## src/rtl/hpq_pkg.sv

```systemverilog
package hpq_pkg;

  // default sizing
  localparam int HPQ_CAPACITY  = 128;
  localparam int HPQ_KEY_WIDTH = 32;

  // fixed port widths
  localparam int VALUE_W  = 32;
  localparam int COUNT_W  = 8;
  localparam int STATUS_W = 2;

  // request opcodes
  localparam logic OP_INSERT = 1'b0;
  localparam logic OP_REMOVE = 1'b1;

  // result status codes
  localparam logic [STATUS_W-1:0] ST_OK    = 2'd0;
  localparam logic [STATUS_W-1:0] ST_EMPTY = 2'd1;
  localparam logic [STATUS_W-1:0] ST_FULL  = 2'd2;

  // commands from the controller to the datapath
  typedef struct packed {
    logic accept;
    logic ins_start;
    logic rm_start;
    logic set_full;
    logic set_empty;
    logic rd_parent;
    logic rd_left;
    logic rd_right;
    logic cap_left;
    logic load_last;
    logic write_cur;
    logic move_up;
    logic move_down;
    logic load_result;
  } hpq_cmd_t;

  // flags from the datapath to the controller
  typedef struct packed {
    logic cnt_zero;
    logic cnt_full;
    logic is_root;
    logic no_left;
    logic has_right;
    logic up_greater;
    logic down_smaller;
  } hpq_stat_t;

endpackage

```

## src/rtl/hpq_ctrl.sv

```systemverilog
module hpq_ctrl import hpq_pkg::*; (
  input  logic      clk_i,
  input  logic      rst_ni,
  input  logic      in_valid_i,
  input  logic      opcode_i,
  input  logic      out_ready_i,
  input  hpq_stat_t stat_i,
  output logic      in_ready_o,
  output logic      out_valid_o,
  output hpq_cmd_t  cmd_o
);

  localparam logic [3:0] S_IDLE    = 4'd0;
  localparam logic [3:0] S_UP_RD   = 4'd1;
  localparam logic [3:0] S_UP_CMP  = 4'd2;
  localparam logic [3:0] S_LAST_WT = 4'd3;
  localparam logic [3:0] S_DN_RDL  = 4'd4;
  localparam logic [3:0] S_DN_RDR  = 4'd5;
  localparam logic [3:0] S_DN_CMP  = 4'd6;
  localparam logic [3:0] S_DONE    = 4'd7;

  logic [3:0] state_q, state_d;
  logic       out_valid_q, out_valid_d;
  logic       slot_free;

  assign slot_free   = !out_valid_q || out_ready_i;
  assign in_ready_o  = (state_q == S_IDLE);
  assign out_valid_o = out_valid_q;

  // next state and commands
  always_comb begin
    state_d     = state_q;
    out_valid_d = out_valid_q;
    cmd_o       = '0;
    if (out_valid_q && out_ready_i) begin
      out_valid_d = 1'b0;
    end
    case (state_q)
      S_IDLE: begin
        if (in_valid_i) begin
          cmd_o.accept = 1'b1;
          if (opcode_i == OP_INSERT) begin
            if (stat_i.cnt_full) begin
              cmd_o.set_full = 1'b1;
              state_d        = S_DONE;
            end else begin
              cmd_o.ins_start = 1'b1;
              state_d         = S_UP_RD;
            end
          end else begin
            if (stat_i.cnt_zero) begin
              cmd_o.set_empty = 1'b1;
              state_d         = S_DONE;
            end else begin
              cmd_o.rm_start = 1'b1;
              state_d        = S_LAST_WT;
            end
          end
        end
      end
      S_UP_RD: begin
        if (stat_i.is_root) begin
          cmd_o.write_cur = 1'b1;
          state_d         = S_DONE;
        end else begin
          cmd_o.rd_parent = 1'b1;
          state_d         = S_UP_CMP;
        end
      end
      S_UP_CMP: begin
        if (stat_i.up_greater) begin
          cmd_o.move_up = 1'b1;
          state_d       = S_UP_RD;
        end else begin
          cmd_o.write_cur = 1'b1;
          state_d         = S_DONE;
        end
      end
      S_LAST_WT: begin
        cmd_o.load_last = 1'b1;
        state_d         = stat_i.cnt_zero ? S_DONE : S_DN_RDL;
      end
      S_DN_RDL: begin
        if (stat_i.no_left) begin
          cmd_o.write_cur = 1'b1;
          state_d         = S_DONE;
        end else begin
          cmd_o.rd_left = 1'b1;
          state_d       = S_DN_RDR;
        end
      end
      S_DN_RDR: begin
        cmd_o.cap_left = 1'b1;
        cmd_o.rd_right = stat_i.has_right;
        state_d        = S_DN_CMP;
      end
      S_DN_CMP: begin
        if (stat_i.down_smaller) begin
          cmd_o.move_down = 1'b1;
          state_d         = S_DN_RDL;
        end else begin
          cmd_o.write_cur = 1'b1;
          state_d         = S_DONE;
        end
      end
      S_DONE: begin
        if (slot_free) begin
          cmd_o.load_result = 1'b1;
          out_valid_d       = 1'b1;
          state_d           = S_IDLE;
        end
      end
      default: begin
        state_d = S_IDLE;
      end
    endcase
  end

  // state registers
  always_ff @(posedge clk_i or negedge rst_ni) begin
    if (!rst_ni) begin
      state_q     <= S_IDLE;
      out_valid_q <= 1'b0;
    end else begin
      state_q     <= state_d;
      out_valid_q <= out_valid_d;
    end
  end

endmodule

```

## config.mk

```make
export PLATFORM = sky130hd
export DESIGN_NAME = hpq_ctrl
export DESIGN_NICKNAME = d
export VERILOG_FILES = /design/src/rtl/hpq_pkg.sv /design/src/rtl/hpq_ctrl.sv
export SDC_FILE = /design/constraint.sdc
export NUM_CORES = 1
export LEC_CHECK = 0
export BUFFER_PORTS_ARGS = -buffer_cell sky130_fd_sc_hd__buf_2
export CAP_MARGIN = 20
export CORE_AREA = 3 3 40 42
export DETAILED_ROUTE_END_ITERATION = 8
export DIE_AREA = 0 0 43 45
export GPL_TIMING_DRIVEN = 0
export PLACE_DENSITY = 0.7
export SETUP_SLACK_MARGIN = 0.15
export SYNTH_ARGS = -nofsm -noshare
export SYNTH_HDL_FRONTEND = slang
export SYNTH_SLANG_ARGS = --single-unit
```

## constraint.sdc

```tcl
create_clock -name clk_i -period 2.9 [get_ports clk_i]
set_input_delay 0.29 -clock clk_i [delete_from_list [all_inputs] [get_ports clk_i]]
set_output_delay 0.29 -clock clk_i [all_outputs]
set_load 0.01 [all_outputs]
```

==> Word level (Yosys, flattened, before mapping) <==
Index checks and enable logic that the tools add are counted.
{ "word_totals": {"word_cells": 57, "reg_bits": 5, "out_inout_bits": 16} }
{ "classes": {"eq_ne": 9, "reduce_logical": 5, "n_mux": 41} }
{ "ops": {"columns": ["cell", "n"], "rows": [
  ["$pmux 4 s8", 1],
  ["$mux 1", 26],
  ["$eq 4x3->1 const B", 4],
  ["$mux 3", 4],
  ["$mux 4", 3],
  ["$mux 5", 2],
  ["$eq 4x2->1 const B", 2],
  ["$mux 2", 4],
  ["$eq 4x1->1 const B", 1],
  ["$logic_not 4->1", 1],
  ["$ne 2x2->1 const B", 2],
  ["$pmux 1 s4", 1],
  ["$reduce_and 2->1", 1],
  ["$logic_and 1x1->1", 1],
  ["$logic_not 1->1", 1],
  ["$logic_or 1x1->1", 1]
]} }

==> Longest topological paths before layout <==
{ "logic_depth": {"word_depth": 4, "mapped_depth": 5, "ltp_nobuf": 4} }

==> Worst setup path after synthesis <==
Ideal clock, no wire load.
{ "synth_path": {"kind": "register -> output", "start": "reg state_q[0]", "end": "out cmd_o[10] in the netlist's numbering", "setup_slack_ns": 1.359, "t_required_ns": 2.610, "n_path_buf": 1, "path_stages_with_launch": 5, "arrival_ns": 1.251, "cell_sequence": "dfrtp_1 buf_2 nor3_2 nand2_1 nor3b_1"} }
{ "synth_rtl": {"columns": ["item", "line", "rtl"], "rows": [
  ["start: declaration", "hpq_ctrl.sv:22", "logic [3:0] state_q, state_d;"],
  ["start signal: assignment", "hpq_ctrl.sv:125", "state_q <= state_d;"],
  ["end: declaration", "hpq_ctrl.sv:10", "output hpq_cmd_t cmd_o"]
]} }

==> results.md <==
- The flow ran to the end, and the final reports show no timing, DRC or antenna violations.
- Sequential cells were found to cover 23.5% of the synthesized design area.
- The worst setup path is of the register to output port kind.
- The CTS root buffer is clkbuf_4.
- The number of port buffers is 27.
- The post-route minimum period is 1.78 ns.
- The leakage power summed over all cells is ~0.00033 uW.
- The TritonCTS buffer count is 3.
- Post-CTS repair changed the size of 0 cells.
- The number of cell rows is 13.
- The number of nets handed over by synthesis was just under 70.
- The combinational family with the most area after synthesis is simple AND/OR/NAND/NOR gates.
- The top layer reached by signal wires is met4.
- The total congestion overflow is 0.
- The number of violations reported at the end of detailed-routing iteration 0 is 9.
- For this run, the number of standard cells in the final layout without fillers is 103.
- The signal on the critical path passes through or3b_1, o21a_1, o21bai_1, buf_2.
- The largest net degree at the start of global routing is 11.
- At the later pin of the worst-skew pair, clock insertion delay measures 0.23 ns.
- In the final timing run, aggregate negative setup slack is 0 ns.
- STA puts the critical path data required time at 2.61 ns.
- The maximum fanout count along the critical path is 8.
- The worst pin sits at a relative slew slack of a little over four fifths.
- The region available for standard cell placement spans ~1300 um^2.
- VDD sags by at most 0.000412 V.
- The cell area after synthesis is 427 um^2.
- Of the available clock period, the critical path in the final layout requires ~61%.
- The number of synthesized flops with an enable pin is 0.
- The design draws 556 uW.
- The filler cells instantiated in the layout total 147.
- The stage delay of the slowest cell on the critical path is 0.46 ns.
- The gate count after technology mapping is 57.
- Setup repair after global routing left no endpoint under its margin.
- The data arrival time of the critical path is 1.49 ns.
- The maximum level of the CTS H-tree is 1.
- In the detailed route, the total length drawn on met2 is 571 um.
- The total wire length is around 1100 um.
- Cells with a size suffix above 1 make up 42.0% of the layout.
- The CTS tree is done.
- The final hold violation count is 0.
- The count of max-cap constraint violations is 0.
- The type of destination of the critical path is an output port.
- The effective utilization at floorplan is 33.2%.
- The area fraction in compound gates after synthesis is roughly 23%.
- The total number of clock tree sinks is 4.
- The startpoint kind of the worst setup timing path is a register.
- Compared with the post-synthesis result, the final layout area differs by 43.7%.
- At the end of routability-driven placement, the weighted congestion stood at 0.722.
- The footprint of the flip-flops and latches is 100 um^2.
- The pre-antenna-repair detailed-routing pass consisted of 4 iterations.
- The type of the most critical hold path is input pin to asynchronous set/reset pin.
- During synthesis, Yosys emitted a total of 0 warnings.
- For this run, the post-layout net count is 102.
- The number of flip-flops and latches in the synthesized netlist is 4.
- The die outline height is approximately 45 um.
- At the placement stage, the worst setup path has a slack of approximately 1.4 ns.
- After detailed routing, the average wire length per cell comes to 10.7 um.
- The clock skew after layout is approximately 0.0034 ns.
- In the final routing, the length of wire on met1 measures 466 um.
- For the pin with the worst max-slew slack, the measured transition is 0.250 ns.
- The adder-cell share of the synthesized area is 0%.
- The half-perimeter wire length after detailed placement is 904 um.
- Setup violations remaining at the end of the flow were counted as 0.
- The area of the multi-input gates is 298 um^2.
- The longest clock path from root to sink contains 2 buffers.
- The most common flop cell mapped by yosys is dfrtp_1.
- Leaving out fill and tap cells, the most frequent cell in the layout is buf_2.
- In the layout the commonest cells are buf_2 (29), nand2_1 (8).
- For this run, the top clock speed supported by timing is around 0.56 GHz.
- The number of nets still failing antenna checks after routing is 0.
- The slowest cell on the critical path is dfrtp_1.
- The routed design uses 58 um of met3 wire.
- The xor-xnor portion of the synthesized cell area is 0%.
- The x dimension of the die is around 43 um.
- Dividing total power by cell area gives a power density of 906 nW/um^2.
- The post-placement cell count is 99.
- The number of vias after detailed routing is about 540.
- The residual DRC count is 0.
- Across every metal layer, demand over resource in global routing totals 12.0%.
- After detailed routing, the number of vias per cell comes to around 5.3.
- The via count of the first global-routing pass was 489.
- The fraction of synthesized area in multiplexers is 4.99%.
- After synthesis, the share of flip-flops with an asynchronous set or reset is 100%.
- The wire length of the first global-routing pass is 1790 um.
- The repair_antennas step left the layout with diodes totalling 0.
- The number of antenna violations at the first check in global routing came to 0.
- The max-slew violation count is 0.
- Averaged over all synthesized cells, the footprint is 7.49 um^2.
- Pin placement for this block handled 28 I/O pins.
- The minimum setup slack in the final design is 1.12 ns.
- The synthesized netlist devotes 41.6% of its cell area to simple gates.
- The die covers a little under 2000 um^2.
- The end-of-flow core utilization is 47.7%.
- The count of different cell masters after synthesis is 29.
- Clock-pin slew was measured on the worst setup and hold paths at 0.04 ns.
==> layout make-up <==
class	instances	area share, %
plain buffers	3	3.47
well taps	15	3.06
clock buffers	3	3.67
flip-flops and latches	4	16.3
inverters	2	1.22
repair buffers	28	23.7
multi-input cells	48	48.6
==> repair_timing <==
| action | 4_1_cts | 5_1_grt |
|---|---|---|
| hold buffers | 1 | 0 |
| endpoints found under the hold margin | 4 | 0 |
| buffers inserted | 0 | 0 |
==> final timing paths <==
| check | depth (start not counted) | slack (ns) | end | start |
|---|---|---|---|---|
| setup / recovery | 4 | 1.12 | cmd_o[3] | state_q[1] |
| hold / removal | 2 | 0.38 | out_valid_o | rst_ni |
| setup reg to reg | 4 | 1.50 | state_q[0] | state_q[2] |
| hold reg to reg | 2 | 0.57 | out_valid_o | out_valid_o |
| max in group asynchronous | 2 | 2.40 | state_q[2] | rst_ni |
| min in group clk_i | 3 | 0.41 | out_valid_o | out_ready_i |
==> sequential cells by signal, indices dropped and copies added, names as in the netlist <==
register / cells
state_q: 3
out_valid_o: 1
==> synthesized netlist by cell type (2+ instances only) <==
library cell / count / share of area, %
nand2_1: 8 / 7.0
nor3_1: 4 / 4.7
inv_1: 2 / 1.8
nor3b_1: 3 / 5.3
o21bai_1: 2 / 3.5
or2b_1: 2 / 3.5
buf_2: 2 / 2.3
o21ai_0: 2 / 2.3
nor2_1: 4 / 3.5
dfrtp_1: 4 / 23
a21oi_1: 4 / 4.7
nand2b_1: 3 / 4.4
==> worst max-delay path, delay by kind of cell (launching register included) <==
family,cells,cell delay [ns]
AND/OR/NAND/NOR,1,0.42
AO/OA/AOI/OAI,2,0.24
flip-flops,1,0.46
buffers and inverters,1,0.14
==> kinds of logic after synthesis <==
| family | Yosys count |
|---|---|
| AO/OA/AOI/OAI | 14 |
| AND/OR/NAND/NOR | 32 |
| flip-flops | 4 |
| buffers and inverters | 5 |
| multiplexers | 2 |
==> per-layer routing <==
layer  global-route usage, %  vias to the layer above
met5                       0                        -
met1                    14.1                      252
met2                    21.3                       17
li1                        -                      271
met4                    7.23                        0
met3                    1.20                        2
==> power breakdown <==
group | internal [uW] | switching [uW] | total [uW]
Clock | 46.2 | 21.0 | 67.2
Sequential | 83.5 | 31.5 | 115
Combinational | 167 | 206 | 373
==> through the flow <==
step	hold WS, ns	area, um^2
detailed placement	0.0988	581
global route	0.408	613
floorplan	-0.00559	427
CTS	0.377	613
global placement	0.0989	581
finish	0.383	613
No activity file was read; power rests on OpenSTA's default activity.
